### config.mk
export PLATFORM = sky130hd
export DESIGN_NAME = four_channel_servo_pulse_generator_core_flat
export DESIGN_NICKNAME = d
export VERILOG_FILES = /design/src/design/spg_pkg.sv /design/src/design/spg_if.sv /design/src/design/spg_frame.sv /design/src/design/spg_channel.sv /design/src/design/four_channel_servo_pulse_generator_core.sv /design/src/flat_wrapper.sv
export SDC_FILE = /design/constraint.sdc
export NUM_CORES = 1
export LEC_CHECK = 0
export ABC_CLOCK_PERIOD_IN_PS = 7460
export BUFFER_PORTS_ARGS = -buffer_cell sky130_fd_sc_hd__buf_2
export CORE_MARGIN = 4
export CORE_UTILIZATION = 30
export CTS_CLUSTER_SIZE = 40
export DETAILED_ROUTE_END_ITERATION = 8
export GPL_ROUTABILITY_DRIVEN = 0
export GPL_TIMING_DRIVEN = 0
export PLACE_DENSITY_LB_ADDON = 0.05
export SKIP_LAST_GASP = 1
export SLEW_MARGIN = 20
export SYNTH_ARGS = -nofsm -noshare
export SYNTH_HDL_FRONTEND = slang
export SYNTH_SLANG_ARGS = --single-unit
### constraint.sdc
create_clock -name clk -period 7.46 [get_ports clk]
set_input_delay 1.119 -clock clk [delete_from_list [all_inputs] [get_ports clk]]
set_output_delay 1.119 -clock clk [all_outputs]
set_load 0.1 [all_outputs]
### src/design/spg_pkg.sv
//------------------------------------------------------------------------------
// spg_pkg
// Shared types, constants and the sample quantizer for the servo pulse generator.
//------------------------------------------------------------------------------
`default_nettype none

package spg_pkg;

	localparam int CHANNELS  = 4;
	localparam int OUT_LEVELS = 4;

	localparam logic [7:0] FRAME_LENGTH_RST = 8'd71;

	// visible level bits that can ever be high
	localparam logic [OUT_LEVELS-1:0] LEVEL_MASK = (CHANNELS >= OUT_LEVELS) ?
		{OUT_LEVELS{1'b1}} : OUT_LEVELS'((1 << CHANNELS) - 1);

	typedef enum logic [1:0] {
		CMD_FRAME  = 2'd0,
		CMD_FINE   = 2'd1,
		CMD_SAMPLE = 2'd2,
		CMD_DIRECT = 2'd3
	} cmd_t;

	// events broadcast from the sequencing logic to every channel
	typedef struct packed {
		logic arm;
		logic raise;
		logic fine;
	} chan_ctl_t;

	localparam int NUM_BOUNDS = 9;
	localparam logic [7:0] QUANT_BOUNDS [NUM_BOUNDS] = '{
		8'd40, 8'd61, 8'd82, 8'd103, 8'd131, 8'd152, 8'd173, 8'd194, 8'd215
	};

	// width = 2 + number of bounds at or below the sample
	function automatic logic [7:0] quantize(input logic [7:0] s);
		logic [3:0] n;
		n = 4'd0;
		for (int i = 0; i < NUM_BOUNDS; i++) begin
			if (s >= QUANT_BOUNDS[i])
				n = n + 4'd1;
		end
		return 8'd2 + {4'd0, n};
	endfunction

endpackage

`default_nettype wire

### src/design/spg_if.sv
//------------------------------------------------------------------------------
// spg_if
// Valid/ready channel interfaces: input items, result items, configuration.
//------------------------------------------------------------------------------
`default_nettype none

interface spg_in_if;
	logic       valid;
	logic       ready;
	logic [1:0] cmd;
	logic [1:0] channel;
	logic [7:0] value;

	modport source (output valid, cmd, channel, value, input ready);
	modport sink   (input valid, cmd, channel, value, output ready);
endinterface

interface spg_out_if;
	logic       valid;
	logic       ready;
	logic [3:0] servo_levels;

	modport source (output valid, servo_levels, input ready);
	modport sink   (input valid, servo_levels, output ready);
endinterface

interface spg_cfg_if;
	logic       valid;
	logic       ready;
	logic [7:0] data;

	modport source (output valid, data, input ready);
	modport sink   (input valid, data, output ready);
endinterface

`default_nettype wire

### src/design/spg_frame.sv
//------------------------------------------------------------------------------
// spg_frame
// Frame counter: arms the pulse counters and raises all outputs once a frame.
//------------------------------------------------------------------------------
`default_nettype none

module spg_frame (
	input  wire logic       clk,
	input  wire logic       arst_n,
	input  wire logic       tick,
	input  wire logic [7:0] frame_length,
	output logic            arm,
	output logic            raise
);

	logic [7:0] frame_count_q;

	assign arm   = (frame_count_q == 8'd1);
	assign raise = (frame_count_q == frame_length);

	always_ff @(posedge clk or negedge arst_n) begin
		if (!arst_n) begin
			frame_count_q <= 8'd0;
		end else if (tick) begin
			frame_count_q <= (raise ? 8'd0 : frame_count_q) + 8'd1;
		end
	end

endmodule

`default_nettype wire

### src/design/spg_channel.sv
//------------------------------------------------------------------------------
// spg_channel
// One servo channel: stored width, pulse counter, arm flag and output level.
//------------------------------------------------------------------------------
`default_nettype none

module spg_channel (
	input  wire logic              clk,
	input  wire logic              arst_n,
	input  wire spg_pkg::chan_ctl_t ctl,
	input  wire logic              wr_en,
	input  wire logic [7:0]        wr_width,
	output logic                   level_next
);

	logic [7:0] pulse_count_q;
	logic [7:0] pulse_width_q;
	logic       armed_q;
	logic       level_q;
	logic       hit;

	assign hit = (pulse_count_q == pulse_width_q);

	always_comb begin
		level_next = level_q;
		if (ctl.raise)
			level_next = 1'b1;
		else if (ctl.fine && hit)
			level_next = 1'b0;
	end

	always_ff @(posedge clk or negedge arst_n) begin
		if (!arst_n) begin
			pulse_count_q <= 8'd0;
			pulse_width_q <= 8'd0;
			armed_q       <= 1'b0;
			level_q       <= 1'b0;
		end else begin
			level_q <= level_next;
			if (ctl.arm)
				armed_q <= 1'b1;
			if (ctl.fine) begin
				if (hit) begin
					pulse_count_q <= 8'd0;
					armed_q       <= 1'b0;
				end else if (armed_q) begin
					pulse_count_q <= pulse_count_q + 8'd1;
				end
			end
			if (wr_en)
				pulse_width_q <= wr_width;
		end
	end

endmodule

`default_nettype wire

### src/design/four_channel_servo_pulse_generator_core.sv
//------------------------------------------------------------------------------
// four_channel_servo_pulse_generator_core
// Servo pulse generator with frame and fine timing ticks and per-channel widths.
//------------------------------------------------------------------------------
// Usage:
//   item_in  : one command per item (frame tick, fine tick, quantized sample,
//              direct width) with a channel select and an 8-bit value.
//   item_out : one item per command, the four output levels after it.
//   cfg      : write of frame_length, always ready; write only while idle.
// Path: an accepted item lands in the input register, is processed from it
//   once the result register can take it, and its result is then shown from
//   the result register until the receiver takes it.
// Throughput: one item per cycle while the receiver takes every result; the
//   channel cells and the frame counter are updated from the input register.
// Reset: all counters, widths and levels clear, item_out.valid low, frame_length
//   returns to 71, both registers empty.
// Stall: while a result waits, the input register still fills once; further
//   items are held off until the receiver takes the result.
//------------------------------------------------------------------------------
`default_nettype none

module four_channel_servo_pulse_generator_core (
	input  wire logic clk,
	input  wire logic arst_n,
	spg_in_if.sink    item_in,
	spg_out_if.source item_out,
	spg_cfg_if.sink   cfg
);

	logic                    valid_s1;
	spg_pkg::cmd_t           cmd_s1;
	logic [1:0]              channel_s1;
	logic [7:0]              value_s1;

	logic                    out_valid_q;
	logic [3:0]              levels_q;
	logic [7:0]              frame_length_q;

	logic                    advance;
	logic                    accept;
	logic                    frame_arm;
	logic                    frame_raise;
	logic                    wr_any;
	logic [7:0]              wr_width;
	spg_pkg::chan_ctl_t      ctl;
	logic [spg_pkg::CHANNELS-1:0] level_next;
	logic [3:0]              levels_d;

	assign advance       = valid_s1 && (!out_valid_q || item_out.ready);
	assign item_in.ready = !valid_s1 || advance;
	assign accept        = item_in.valid && item_in.ready;
	assign cfg.ready     = 1'b1;

	always_ff @(posedge clk or negedge arst_n) begin
		if (!arst_n) begin
			frame_length_q <= spg_pkg::FRAME_LENGTH_RST;
		end else if (cfg.valid) begin
			frame_length_q <= cfg.data;
		end
	end

	// input register
	always_ff @(posedge clk or negedge arst_n) begin
		if (!arst_n) begin
			valid_s1 <= 1'b0;
		end else if (item_in.ready) begin
			valid_s1 <= item_in.valid;
		end
	end

	always_ff @(posedge clk) begin
		if (accept) begin
			cmd_s1     <= spg_pkg::cmd_t'(item_in.cmd);
			channel_s1 <= item_in.channel;
			value_s1   <= item_in.value;
		end
	end

	spg_frame u_frame (
		.clk          (clk),
		.arst_n       (arst_n),
		.tick         (advance && (cmd_s1 == spg_pkg::CMD_FRAME)),
		.frame_length (frame_length_q),
		.arm          (frame_arm),
		.raise        (frame_raise)
	);

	always_comb begin
		ctl.arm   = advance && (cmd_s1 == spg_pkg::CMD_FRAME) && frame_arm;
		ctl.raise = advance && (cmd_s1 == spg_pkg::CMD_FRAME) && frame_raise;
		ctl.fine  = advance && (cmd_s1 == spg_pkg::CMD_FINE);
	end

	assign wr_any   = advance && ((cmd_s1 == spg_pkg::CMD_SAMPLE) ||
	                              (cmd_s1 == spg_pkg::CMD_DIRECT));
	assign wr_width = (cmd_s1 == spg_pkg::CMD_SAMPLE) ? spg_pkg::quantize(value_s1)
	                                                  : value_s1;

	for (genvar i = 0; i < spg_pkg::CHANNELS; i++) begin : g_chan
		spg_channel u_channel (
			.clk        (clk),
			.arst_n     (arst_n),
			.ctl        (ctl),
			.wr_en      (wr_any && (int'(channel_s1) == i)),
			.wr_width   (wr_width),
			.level_next (level_next[i])
		);
	end

	for (genvar i = 0; i < 4; i++) begin : g_levels
		if (i < spg_pkg::CHANNELS) begin : g_on
			assign levels_d[i] = level_next[i];
		end else begin : g_off
			assign levels_d[i] = 1'b0;
		end
	end

	// result register
	always_ff @(posedge clk or negedge arst_n) begin
		if (!arst_n) begin
			out_valid_q <= 1'b0;
		end else if (!out_valid_q || item_out.ready) begin
			out_valid_q <= valid_s1;
		end
	end

	always_ff @(posedge clk) begin
		if (advance)
			levels_q <= levels_d;
	end

	assign item_out.valid        = out_valid_q;
	assign item_out.servo_levels = levels_q;

	a_accept_fills_s1 : assert property (@(posedge clk) disable iff (!arst_n)
		accept |=> valid_s1)
		else $error("accepted item did not reach the input register");

	a_advance_fills_out : assert property (@(posedge clk) disable iff (!arst_n)
		advance |=> out_valid_q)
		else $error("processed item produced no result");

	a_raise_all_high : assert property (@(posedge clk) disable iff (!arst_n)
		ctl.raise |=> (levels_q == spg_pkg::LEVEL_MASK))
		else $error("frame start did not raise all outputs");

endmodule

`default_nettype wire

### src/flat_wrapper.sv
// flat-port wrapper written by rule: the top's interface ports become plain ports
module four_channel_servo_pulse_generator_core_flat 
  (clk, arst_n, item_in_valid, item_in_cmd, item_in_channel, item_in_value, item_in_ready, item_out_valid, item_out_servo_levels, item_out_ready, cfg_valid, cfg_data, cfg_ready);
  spg_in_if item_in_i ();
  spg_out_if item_out_i ();
  spg_cfg_if cfg_i ();
  input  wire logic clk;
  input  wire logic arst_n;
  input wire logic [$bits(item_in_i.valid)-1:0] item_in_valid;
  input wire logic [$bits(item_in_i.cmd)-1:0] item_in_cmd;
  input wire logic [$bits(item_in_i.channel)-1:0] item_in_channel;
  input wire logic [$bits(item_in_i.value)-1:0] item_in_value;
  output wire logic [$bits(item_in_i.ready)-1:0] item_in_ready;
  output wire logic [$bits(item_out_i.valid)-1:0] item_out_valid;
  output wire logic [$bits(item_out_i.servo_levels)-1:0] item_out_servo_levels;
  input wire logic [$bits(item_out_i.ready)-1:0] item_out_ready;
  input wire logic [$bits(cfg_i.valid)-1:0] cfg_valid;
  input wire logic [$bits(cfg_i.data)-1:0] cfg_data;
  output wire logic [$bits(cfg_i.ready)-1:0] cfg_ready;
  assign item_in_i.valid = item_in_valid;
  assign item_in_i.cmd = item_in_cmd;
  assign item_in_i.channel = item_in_channel;
  assign item_in_i.value = item_in_value;
  assign item_in_ready = item_in_i.ready;
  assign item_out_valid = item_out_i.valid;
  assign item_out_servo_levels = item_out_i.servo_levels;
  assign item_out_i.ready = item_out_ready;
  assign cfg_i.valid = cfg_valid;
  assign cfg_i.data = cfg_data;
  assign cfg_ready = cfg_i.ready;
  four_channel_servo_pulse_generator_core u_core (.clk(clk), .arst_n(arst_n), .item_in(item_in_i), .item_out(item_out_i), .cfg(cfg_i));
endmodule
==> impl_metrics.sql, run 1 <==
INSERT INTO impl_metrics (metric_group, metric, value, unit) VALUES
('timing', 'totalNegativeSetupSlack', '0', 'ns'),
('yosys', 'synth-async-reset-ratio', '84.9', '%'),
('timing', 'final.setup.worst_slack', '0.798', 'ns'),
('floorplan', 'top_level_ports', '32', ''),
('critical_path', 'cp_data_arrival_time', '6.88', 'ns'),
('clocking', 'cts-root-to-sink-buffers', '2', ''),
('yosys', 'synth.avg_cell_area', '9.90', 'sq um'),
('critical_path', 'critical_path_slowest_stage_cell', 'sky130_fd_sc_hd__xnor2_1', ''),
('drt', 'totalWireLength', '13100', 'um'),
('final_layout', 'design.final.nets', '656', ''),
('critical_path', 'critical_path.endpoint_type', 'register', ''),
('clocking', 'postCtsSetupBuffers', '0', ''),
('floorplan', 'die_y', '146', 'um'),
('power', 'total_leakage_power', '2.89', 'nW'),
('floorplan', 'initial_utilization', '30.5', '%'),
('floorplan', 'core_area', '18700', 'sq um'),
('timing', 'slew_headroom', '55.5', '%'),
('timing', 'max_clock_freq', '0.150', 'GHz'),
('drt', 'vias_per_cell', '4.87', ''),
('drt', 'first_pass_iters', '6', ''),
('yosys', 'yosys_warnings', '0', ''),
('critical_path', 'worstSetupPathType', 'register to register', ''),
('critical_path', 'worst_setup_path_start_kind', 'register', ''),
('clocking', 'cts_inserted_buffers', '9', ''),
('grt', 'global_route.usage.total', '12.8', '%'),
('grt', 'number_of_antenna_violations_at_the_first_check_in_global_routing', '0', ''),
('job', 'reported_max_cap_violation_count', '0', ''),
('timing', 'finalCriticalPeriod', '6.66', 'ns'),
('timing', 'transition_time_of_the_tightest_slew_check_pin', '0.660', 'ns'),
('clocking', 'clkLatencyLatePin', '0.35', 'ns'),
('yosys', 'synth_area_leader_cell', 'sky130_fd_sc_hd__dfrtp_1', ''),
('grt', 'gr-total-overflow', '0', ''),
('final_layout', 'fraction_of_final_layout_cells_with_drive_strength_greater_than_1', '13.0', '%'),
('clocking', 'clock_tree_sinks', '106', ''),
('grt', 'grt_first_pass_wirelength', '22100', 'um'),
('clocking', 'clk_pin_slew', '0.07', 'ns'),
('yosys', 'synth_seq_cells', '106', ''),
('yosys', 'synth_ff_type', 'sky130_fd_sc_hd__dfrtp_1', ''),
('drt', 'drc', '0', ''),
('place', 'pre_cts_ws', '0.813', 'ns'),
('clocking', 'htree_levels', '3', ''),
('place', 'hpwl', '9580', 'um'),
('yosys', 'post-synth-top-count-cell', 'sky130_fd_sc_hd__dfrtp_1', ''),
('drt', 'final_antenna_net_count', '0', ''),
('final_layout', 'antenna_cells_inserted', '0', ''),
('clocking', 'number_of_buffers_added_to_fix_hold_violations_after_cts', '0', ''),
('power', 'p_per_area', '291', 'nW/um^2'),
('yosys', 'syn-cell-area', '5700', 'sq um'),
('timing', 'slew_violations', '0', ''),
('critical_path', 'critical_path.most_common_cell', 'sky130_fd_sc_hd__ha_1', ''),
('grt', 'grt_use_met1', '17.3', '%'),
('grt', 'groute.layer.met2.usage', '21.0', '%'),
('drt', 'routed_wire_length_per_instance', '15.3', 'um'),
('min_path', 'hold_path.class', 'register to register', ''),
('critical_path', 'cpPeakStageDelay', '0.42', 'ns'),
('critical_path', 'worst-endpoint-required', '7.68', 'ns'),
('yosys', 'synth.lib_cells_used.distinct', '59', ''),
('final_layout', 'area_growth_syn_to_fin', '14.1', '%'),
('run_status', 'outcome', 'complete, no violations', ''),
('yosys', 'synth_area_leaders', 'sky130_fd_sc_hd__dfrtp_1 (38%), sky130_fd_sc_hd__xor2_1 (8.6%), sky130_fd_sc_hd__edfxtp_1 (8.4%)', ''),
('clocking', 'cts_resized', '0', ''),
('grt', 'maximum_number_of_pins_on_one_net_before_global_route_repair', '49', ''),
('timing', 'post-route-period-util', '89.3', '%'),
('yosys', 'netlist.area_leader.share', '37.7', '%'),
('floorplan', 'chipWidth', '146', 'um'),
('grt', 'm3_gr_usage', '2.71', '%'),
('yosys', 'ys_top_cells_by_count', 'sky130_fd_sc_hd__dfrtp_1 (86), sky130_fd_sc_hd__nand2_1 (68), sky130_fd_sc_hd__xor2_1 (56)', ''),
('place', 'portBuffers', '29', ''),
('yosys', 'synth-edff-count', '16', ''),
('critical_path', 'timing.critical_path.fanout_max', '10', ''),
('timing', 'finClkSkew', '0.0117', 'ns');
power breakdown:
group	internal [W]	switching (W)
registers	0.000719	0.000120
clock network	0.000329	0.000211
logic	0.000226	0.000287
total	0.00127	0.000618
metrics by stage:
step	power, W	utilization [%]	hold WS [ns]	area [sq um]	instances
floorplan	0.00123	-	0.457	5700	576
global placement	0.00136	32.8	0.472	6140	839
detailed placement	0.00137	33.0	0.487	6180	840
CTS	0.00192	34.8	0.495	6510	856
global route	0.00203	34.8	0.518	6510	856
finish	0.00189	34.8	0.496	6510	856
worst max-delay path: cells and delay by family (launching register included):
kind / cells / cell delay [ns]
adders and majority gates: 5 / 1.42
xor gates and xnor gates: 4 / 0.84
buffers and inverters: 3 / 0.46
AOI/OAI and AO/OA: 10 / 2.14
and+or+nand+nor: 5 / 1.02
DFF: 1 / 0.39
muxes: 1 / 0.29
routing by layer:
metal / wire [um] / vias to the layer above
met5: 0 / -
li1: - / 2092
met4: 147 / 0
met3: 421 / 10
met2: 6170 / 52
met1: 6370 / 2011
area by class of cell:
class,instances,area [sq um]
Fill cell,1913,12200
Multi-Input combinational cell,428,2780
Sequential cell,106,2740
Tap cell,234,293
Clock buffer,13,240
Timing Repair Buffer,30,179
Buffer,18,93.8
Clock inverter,3,90.1
Inverter,24,90.1
cell usage in the layout (no fill, tap or decap), types with 6 or more instances in the layout:
cell type / instances
sky130_fd_sc_hd__dfrtp_1: 86
sky130_fd_sc_hd__nand2_1: 68
sky130_fd_sc_hd__xor2_1: 56
sky130_fd_sc_hd__o21ai_0: 49
sky130_fd_sc_hd__nor2_1: 48
sky130_fd_sc_hd__buf_2: 31
sky130_fd_sc_hd__inv_1: 24
sky130_fd_sc_hd__a21oi_1: 23
sky130_fd_sc_hd__xnor2_1: 19
sky130_fd_sc_hd__nand4_1: 18
sky130_fd_sc_hd__mux2_2: 18
sky130_fd_sc_hd__edfxtp_1: 16
sky130_fd_sc_hd__clkbuf_1: 15
sky130_fd_sc_hd__ha_1: 14
sky130_fd_sc_hd__or3_1: 13
sky130_fd_sc_hd__nand3_1: 13
sky130_fd_sc_hd__nor4_1: 11
sky130_fd_sc_hd__clkbuf_16: 9
sky130_fd_sc_hd__and3_1: 8
sky130_fd_sc_hd__o31ai_1: 6
logic make-up after synthesis:
kind of cell	share of synthesized area (%)
buffers and inverters	3.22
other	0.0657
xor gates and xnor gates	11.9
DFF	48.0
and+or+nand+nor	17.3
adders and majority gates	3.07
muxes	4.43
AOI/OAI and AO/OA	12.0
sequential cells by signal, summed over array words and instances (netlist names):
signal and cells:
u_core.channel_s1 2, u_core.cmd_s1 2, u_core.frame_length_q 8, u_core.g_chan.u_channel.armed_q 4, u_core.g_chan.u_channel.level_q 4, u_core.g_chan.u_channel.pulse_count_q 32, u_core.g_chan.u_channel.pulse_width_q 32, u_core.item_out.servo_levels 4
u_core.item_out.valid 1, u_core.u_frame.frame_count_q 8, u_core.valid_s1 1, u_core.value_s1 8
final timing paths:
path,start,end,slack [ns],cells after the start
max,u_core.value_s1[5],u_core.g_chan[0].u_channel.pulse_width_q[3],0.80,28
min,u_core.valid_s1,u_core.item_out.valid,0.50,1
max reg2reg,u_core.value_s1[5],u_core.g_chan[0].u_channel.pulse_width_q[3],0.80,28
min reg2reg,u_core.valid_s1,u_core.item_out.valid,0.50,1
max in group asynchronous,arst_n,u_core.frame_length_q[0],6.12,2
min in group asynchronous,arst_n,u_core.g_chan[1].u_channel.pulse_count_q[3],0.69,1
(Power assumes the default switching activity.)
==> run 2: changes to the inputs <==
- RECOVER_POWER: not set -> 50
==> run 2 against run 1 <==
Against the previous run:
- the flow now finishes with violations (max-capacitance violations, max-slew violations)
- die area unchanged
- first-iteration DRC count unchanged
- sequential power about the same
- critical path depth unchanged
- combinational power about the same
- core utilization decreased by 0.17 points
- largest power group unchanged
- count of clock-buffer cells in the layout unchanged
- via count about the same
- sequential cell count unchanged
- clock power about the same
- clock skew about the same
- total power about the same
==> impl_metrics.sql, run 2 (same netlist as run 1, synthesis figures left out) <==
INSERT INTO impl_metrics (metric_group, metric, value, unit) VALUES
('drt', 'drtIter0Drc', '186', ''),
('job', 'reported_max_cap_violation_count', '2', ''),
('drt', 'final_antenna_net_count', '0', ''),
('drt', 'first_pass_iters', '7', ''),
('grt', 'number_of_antenna_violations_at_the_first_check_in_global_routing', '0', ''),
('clocking', 'cts-root-to-sink-buffers', '2', ''),
('clocking', 'cts_root_buffer', 'sky130_fd_sc_hd__clkbuf_16', ''),
('clocking', 'postCtsSetupBuffers', '0', ''),
('power', 'p_per_area', '292', 'nW/um^2'),
('timing', 'slew_violations', '93', ''),
('grt', 'global_route.usage.total', '12.8', '%'),
('drt', 'routed_wire_length_per_instance', '15.3', 'um'),
('place', 'detailed_place.area', '6180', 'sq um'),
('drt', 'totalWireLength', '13100', 'um'),
('critical_path', 'critical_path.endpoint_type', 'register', ''),
('clocking', 'clk_pin_slew', '0.07', 'ns'),
('timing', 'finClkSkew', '0.0117', 'ns'),
('timing', 'post-route-period-util', '89.3', '%'),
('run_status', 'outcome', 'finished with violations', ''),
('critical_path', 'timing.critical_path.fanout_max', '10', ''),
('timing', 'slew_headroom', '-77.7', '%'),
('timing', 'finalCriticalPeriod', '6.66', 'ns'),
('clocking', 'cts_tree', 'yes', ''),
('drt', 'vias_per_cell', '4.86', ''),
('final_layout', 'area_growth_syn_to_fin', '13.5', '%'),
('final_layout', 'largest_registers', 'u_core.g_chan.u_channel.pulse_count_q: 32 flops, u_core.g_chan.u_channel.pulse_width_q: 32 flops', ''),
('timing', 'timing.final.hold_violations', '0', ''),
('timing', 'max_clock_freq', '0.150', 'GHz'),
('floorplan', 'initial_utilization', '30.5', '%'),
('floorplan', 'chipWidth', '146', 'um'),
('min_path', 'hold_path.class', 'register to register', ''),
('run_status', 'failed_checks', 'max-capacitance violations, max-slew violations', ''),
('grt', 'gr-total-overflow', '0', ''),
('timing', 'totalNegativeSetupSlack', '0', 'ns'),
('place', 'hpwl', '9580', 'um'),
('critical_path', 'critical_path.most_common_cell', 'sky130_fd_sc_hd__ha_1', ''),
('floorplan', 'row_count', '50', ''),
('floorplan', 'design.die.area', '21300', 'sq um'),
('final_layout', 'mostFrequentLayoutCell', 'sky130_fd_sc_hd__dfrtp_1', ''),
('clocking', 'number_of_buffers_added_to_fix_hold_violations_after_cts', '0', ''),
('clocking', 'htree_levels', '3', ''),
('final_layout', 'finalInstanceArea', '6470', 'sq um'),
('final_layout', 'antenna_cells_inserted', '0', ''),
('grt', 'maximum_number_of_pins_on_one_net_before_global_route_repair', '49', ''),
('place', 'portBuffers', '29', ''),
('critical_path', 'worstSetupPathType', 'register to register', ''),
('power', 'total_leakage_power', '2.88', 'nW'),
('clocking', 'cts_resized', '0', ''),
('final_layout', 'fraction_of_final_layout_cells_with_drive_strength_greater_than_1', '12.7', '%'),
('floorplan', 'core_area', '18700', 'sq um'),
('clocking', 'clock_tree_sinks', '106', ''),
('floorplan', 'top_level_ports', '32', ''),
('critical_path', 'cp_data_arrival_time', '6.88', 'ns'),
('drt', 'via_count', '4163', ''),
('critical_path', 'worst_setup_path_start_kind', 'register', ''),
('drt', 'drc', '0', ''),
('critical_path', 'worst-endpoint-required', '7.68', 'ns'),
('final_layout', 'highest_count_cells_in_the_layout_ignoring_fill_and_taps', 'sky130_fd_sc_hd__dfrtp_1 (86), sky130_fd_sc_hd__nand2_1 (68), sky130_fd_sc_hd__xor2_1 (56), sky130_fd_sc_hd__o21ai_0 (49), sky130_fd_sc_hd__nor2_1 (48)', ''),
('critical_path', 'cpPeakStageDelay', '0.42', 'ns'),
('timing', 'transition_time_of_the_tightest_slew_check_pin', '2.67', 'ns'),
('timing', 'final-setup-viol-count', '0', ''),
('timing', 'unrepaired_setup_endpoints_after_global_routing', 'false', ''),
('final_layout', 'final_core_util', '34.6', '%'),
('critical_path', 'critical_path_slowest_stage_cell', 'sky130_fd_sc_hd__xnor2_1', ''),
('power', 'vdd.ir_drop.worst', '0.135', 'mV'),
('clocking', 'cts_inserted_buffers', '9', ''),
('grt', 'first_global_vias', '4177', ''),
('final_layout', 'design.final.nets', '656', ''),
('grt', 'grt_first_pass_wirelength', '22100', 'um'),
('floorplan', 'die_y', '146', 'um'),
('clocking', 'clkLatencyLatePin', '0.35', 'ns');
## run 2: layout make-up
class | instances | area [sq um]
timing repair buffer | 30 | 148
clock inverter | 3 | 90.1
multi-input combinational | 428 | 2780
inverter | 24 | 90.1
sequential | 106 | 2740
tap | 234 | 293
fill | 1919 | 12200
buffer | 18 | 93.8
clock buffer | 13 | 240
## run 2: layer usage
layer  track usage, %  wire length (um)  up-vias
met3             2.71               415       10
met2             21.0              6170       52
met5                0                 0        -
li1                 -                 -     2092
met1             17.3              6380     2009
met4             3.51               147        0
## run 2: power by group
part           leakage [nW]  total (W)  internal [W]  switching [W]
registers              1.29   0.000839      0.000719       0.000120
logic                  1.43   0.000511      0.000224       0.000287
clock network         0.158   0.000540      0.000329       0.000211
total                  2.88    0.00189       0.00127       0.000618
## run 2: critical path: cells and delay by family, from the launching register on
family	cells	cell delay, ns
AO/OA/AOI/OAI	10	2.14
XOR/XNOR	4	0.84
adder cells (fa/ha/maj)	5	1.42
buffers and inverters	3	0.46
flip-flops	1	0.39
multiplexers	1	0.29
AND/OR/NAND/NOR	5	1.02
## run 2: per-stage QoR
stage	power, W	hold WS (ns)	worst slack [ns]	cells
after floorplan	0.00123	0.457	1.79	576
after global placement	0.00136	0.472	0.820	839
after detailed placement	0.00137	0.487	0.813	840
after CTS	0.00192	0.495	0.772	856
after global routing	0.00203	0.518	0.266	856
final	0.00189	0.496	0.798	856
## run 2: path summary, 6_finish.rpt
path	startpoint	to	slack, ns	depth (start not counted)
worst min-delay path	u_core.valid_s1	u_core.item_out.valid	0.50	1
worst max register to register	u_core.value_s1[5]	u_core.g_chan[0].u_channel.pulse_width_q[3]	0.80	28
worst min register to register	u_core.valid_s1	u_core.item_out.valid	0.50	1
max in group asynchronous	arst_n	u_core.u_frame.frame_count_q[4]	2.54	2
min in group asynchronous	arst_n	u_core.g_chan[1].u_channel.pulse_count_q[3]	1.49	1
worst max-delay path	u_core.value_s1[5]	u_core.g_chan[0].u_channel.pulse_width_q[3]	0.80	28
==> run 3: changes to the inputs <==
- CORE_UTILIZATION: 30 -> 45
==> run 3 against run 2 <==
Against the previous run:
- the run still ends with max-capacitance violations, max-slew violations left
- largest cell class unchanged
- first-iteration DRC count grew 38%
- total power shrank 2.2%
- register-to-register slack better by 0.03 ns
- hold slack worse by 0.0033 ns
- worst setup slack better by 0.030 ns
==> impl_metrics.sql, run 3 (same netlist as run 1, synthesis figures left out) <==
INSERT INTO impl_metrics (metric_group, metric, value, unit) VALUES
('final_layout', 'antenna_cells_inserted', '0', ''),
('floorplan', 'core_area', '12200', 'sq um'),
('final_layout', 'highest_count_cells_in_the_layout_ignoring_fill_and_taps', 'sky130_fd_sc_hd__dfrtp_1 (86), sky130_fd_sc_hd__nand2_1 (68), sky130_fd_sc_hd__xor2_1 (56), sky130_fd_sc_hd__o21ai_0 (49), sky130_fd_sc_hd__nor2_1 (48)', ''),
('critical_path', 'reg2reg_from', 'u_core.value_s1[5]', ''),
('clocking', 'number_of_buffers_added_to_fix_hold_violations_after_cts', '0', ''),
('place', 'portBuffers', '29', ''),
('drt', 'routed_wire_length_per_instance', '15.0', 'um'),
('critical_path', 'cp_data_arrival_time', '6.86', 'ns'),
('timing', 'slew_violations', '93', ''),
('min_path', 'worstHoldPathCells', '1', ''),
('clocking', 'clock_tree_sinks', '106', ''),
('final_layout', 'mostFrequentLayoutCell', 'sky130_fd_sc_hd__dfrtp_1', ''),
('drt', 'drc', '0', ''),
('critical_path', 'reg2reg_to', 'u_core.g_chan[3].u_channel.pulse_width_q[3]', ''),
('min_path', 'worst_hold_startpoint', 'u_core.valid_s1', ''),
('floorplan', 'design.die.area', '14500', 'sq um'),
('critical_path', 'worstSetupPathType', 'register to register', ''),
('place', 'numPlacedInstances', '774', ''),
('final_layout', 'largest_registers', 'u_core.g_chan.u_channel.pulse_count_q: 32 flops, u_core.g_chan.u_channel.pulse_width_q: 32 flops', ''),
('clocking', 'postCtsSetupBuffers', '0', ''),
('drt', 'final_antenna_net_count', '0', ''),
('final_layout', 'area_growth_syn_to_fin', '11.9', '%'),
('critical_path', 'critical_path.most_common_cell', 'sky130_fd_sc_hd__ha_1', ''),
('clocking', 'cts_resized', '0', ''),
('floorplan', 'row_count', '40', ''),
('clocking', 'clk_pin_slew', '0.07', 'ns'),
('min_path', 'hold_path.class', 'register to register', ''),
('critical_path', 'worst-endpoint-required', '7.68', 'ns'),
('run_status', 'failed_checks', 'max-capacitance violations, max-slew violations', ''),
('drt', 'drtIter0Drc', '257', ''),
('final_layout', 'final-seq-area', '2740', 'sq um'),
('critical_path', 'critical_path.endpoint_type', 'register', ''),
('min_path', 'hold_end', 'u_core.item_out.valid', ''),
('grt', 'gr-total-overflow', '0', ''),
('place', 'hpwl', '8660', 'um'),
('floorplan', 'chipWidth', '121', 'um'),
('power', 'vdd.ir_drop.worst', '0.169', 'mV'),
('timing', 'fin_worst_hold_slack', '0.493', 'ns'),
('run_status', 'outcome', 'finished with violations', ''),
('clocking', 'cts_tree', 'yes', ''),
('timing', 'timing.final.hold_violations', '0', ''),
('timing', 'final-setup-viol-count', '0', ''),
('final_layout', 'final_core_util', '52.3', '%'),
('clocking', 'cts-root-to-sink-buffers', '2', ''),
('power', 'p_per_area', '290', 'nW/um^2'),
('critical_path', 'worst-r2r-cell-count', '28', ''),
('timing', 'finalCriticalPeriod', '6.63', 'ns'),
('final_layout', 'fraction_of_final_layout_cells_with_drive_strength_greater_than_1', '13.3', '%'),
('place', 'detailed_place.area', '6090', 'sq um'),
('power', 'total_leakage_power', '2.87', 'nW'),
('drt', 'first_pass_iters', '4', ''),
('grt', 'grt_first_pass_wirelength', '19900', 'um'),
('clocking', 'htree_levels', '3', ''),
('grt', 'number_of_antenna_violations_at_the_first_check_in_global_routing', '0', ''),
('floorplan', 'die_y', '121', 'um'),
('timing', 'transition_time_of_the_tightest_slew_check_pin', '3.10', 'ns'),
('critical_path', 'critical_path_slowest_stage_cell', 'sky130_fd_sc_hd__xnor2_1', ''),
('timing', 'totalNegativeSetupSlack', '0', 'ns'),
('grt', 'global_route.usage.total', '17.4', '%'),
('clocking', 'cts_inserted_buffers', '9', ''),
('clocking', 'cts_root_buffer', 'sky130_fd_sc_hd__clkbuf_16', ''),
('final_layout', 'fillerInstances', '1174', ''),
('final_layout', 'design.final.nets', '656', ''),
('timing', 'unrepaired_setup_endpoints_after_global_routing', 'false', ''),
('drt', 'vias_per_cell', '5.24', ''),
('job', 'reported_max_cap_violation_count', '2', ''),
('critical_path', 'reg2reg_setup_slack', '0.83', 'ns'),
('final_layout', 'finalInstanceArea', '6380', 'sq um'),
('drt', 'via_count', '4141', ''),
('grt', 'maximum_number_of_pins_on_one_net_before_global_route_repair', '59', ''),
('floorplan', 'top_level_ports', '32', ''),
('final_layout', 'multiInputGateArea', '2780', 'sq um'),
('critical_path', 'cpPeakStageDelay', '0.43', 'ns'),
('critical_path', 'timing.critical_path.fanout_max', '10', ''),
('floorplan', 'initial_utilization', '46.7', '%'),
('timing', 'finClkSkew', '0.00884', 'ns'),
('final_layout', 'layout.cells.non_filler', '790', ''),
('clocking', 'clkLatencyLatePin', '0.36', 'ns'),
('critical_path', 'worst_setup_path_start_kind', 'register', ''),
('grt', 'first_global_vias', '4005', ''),
('timing', 'post-route-period-util', '88.9', '%'),
('drt', 'totalWireLength', '11900', 'um'),
('timing', 'max_clock_freq', '0.151', 'GHz'),
('timing', 'slew_headroom', '-107', '%');
## run 3: cell count changes in the layout (fill, tap and decap cells not counted)
| cell | change |
|---|---|
| sky130_fd_sc_hd__inv_6 | +2 |
| sky130_fd_sc_hd__clkinv_4 | +1 |
| sky130_fd_sc_hd__clkinv_2 | +1 |
| sky130_fd_sc_hd__clkbuf_1 | -4 |
| sky130_fd_sc_hd__clkbuf_16 | +1 |
| sky130_fd_sc_hd__clkinvlp_4 | +1 |
| sky130_fd_sc_hd__bufinv_16 | -2 |
## run 3: stage by stage
stage	setup slack [ns]	power [W]
6_report	0.828	0.00185
2_1_floorplan	1.79	0.00123
4_1_cts	0.883	0.00187
5_1_grt	0.417	0.00198
3_3_place_gp	0.983	0.00134
3_5_place_dp	0.909	0.00136
## run 3: cell type report
type                    count  area share [%]
clock inverters             6            1.08
well taps                 168            3.29
inverters                  24            1.41
flip-flops and latches    106            42.9
clock buffers              10            3.92
multi-input cells         428            43.6
repair buffers             30            2.31
plain buffers              18            1.47
## run 3: worst max-delay path by stage
stage                             startpoint                                          end  cells after the start
after global routing      u_core.value_s1[5]  u_core.g_chan[2].u_channel.pulse_width_q[3]                     28
after CTS                 u_core.value_s1[5]  u_core.g_chan[3].u_channel.pulse_width_q[3]                     28
after global placement    u_core.value_s1[5]  u_core.g_chan[2].u_channel.pulse_width_q[3]                     28
after floorplan           u_core.value_s1[5]  u_core.g_chan[0].u_channel.pulse_width_q[3]                     28
after detailed placement  u_core.value_s1[5]  u_core.g_chan[2].u_channel.pulse_width_q[3]                     28
final                     u_core.value_s1[5]  u_core.g_chan[3].u_channel.pulse_width_q[3]                     28
## run 3: per-layer routing
metal / wire length (um) / global-route usage (%) / vias up
li1: - / - / 2090
met1: 5790 / 23.5 / 1972
met2: 5520 / 28.0 / 68
met3: 415 / 4.49 / 11
met4: 157 / 4.18 / 0
met5: 0 / 0 / -
## run 3: power by group
part / internal [W] / switching [W] / leakage [nW]
clock network: 0.000283 / 0.000219 / 0.155
logic: 0.000224 / 0.000286 / 1.43
registers: 0.000719 / 0.000117 / 1.29
## run 3: worst max-delay path: cells and delay by family (launching register included)
family          cells  cell delay (ns)
compound gates     10             2.09
fa+ha+maj           5             1.39
simple gates        5             1.03
xor+xnor            4             0.82
buf+inv             3             0.47
flops               1             0.41
mux                 1             0.28
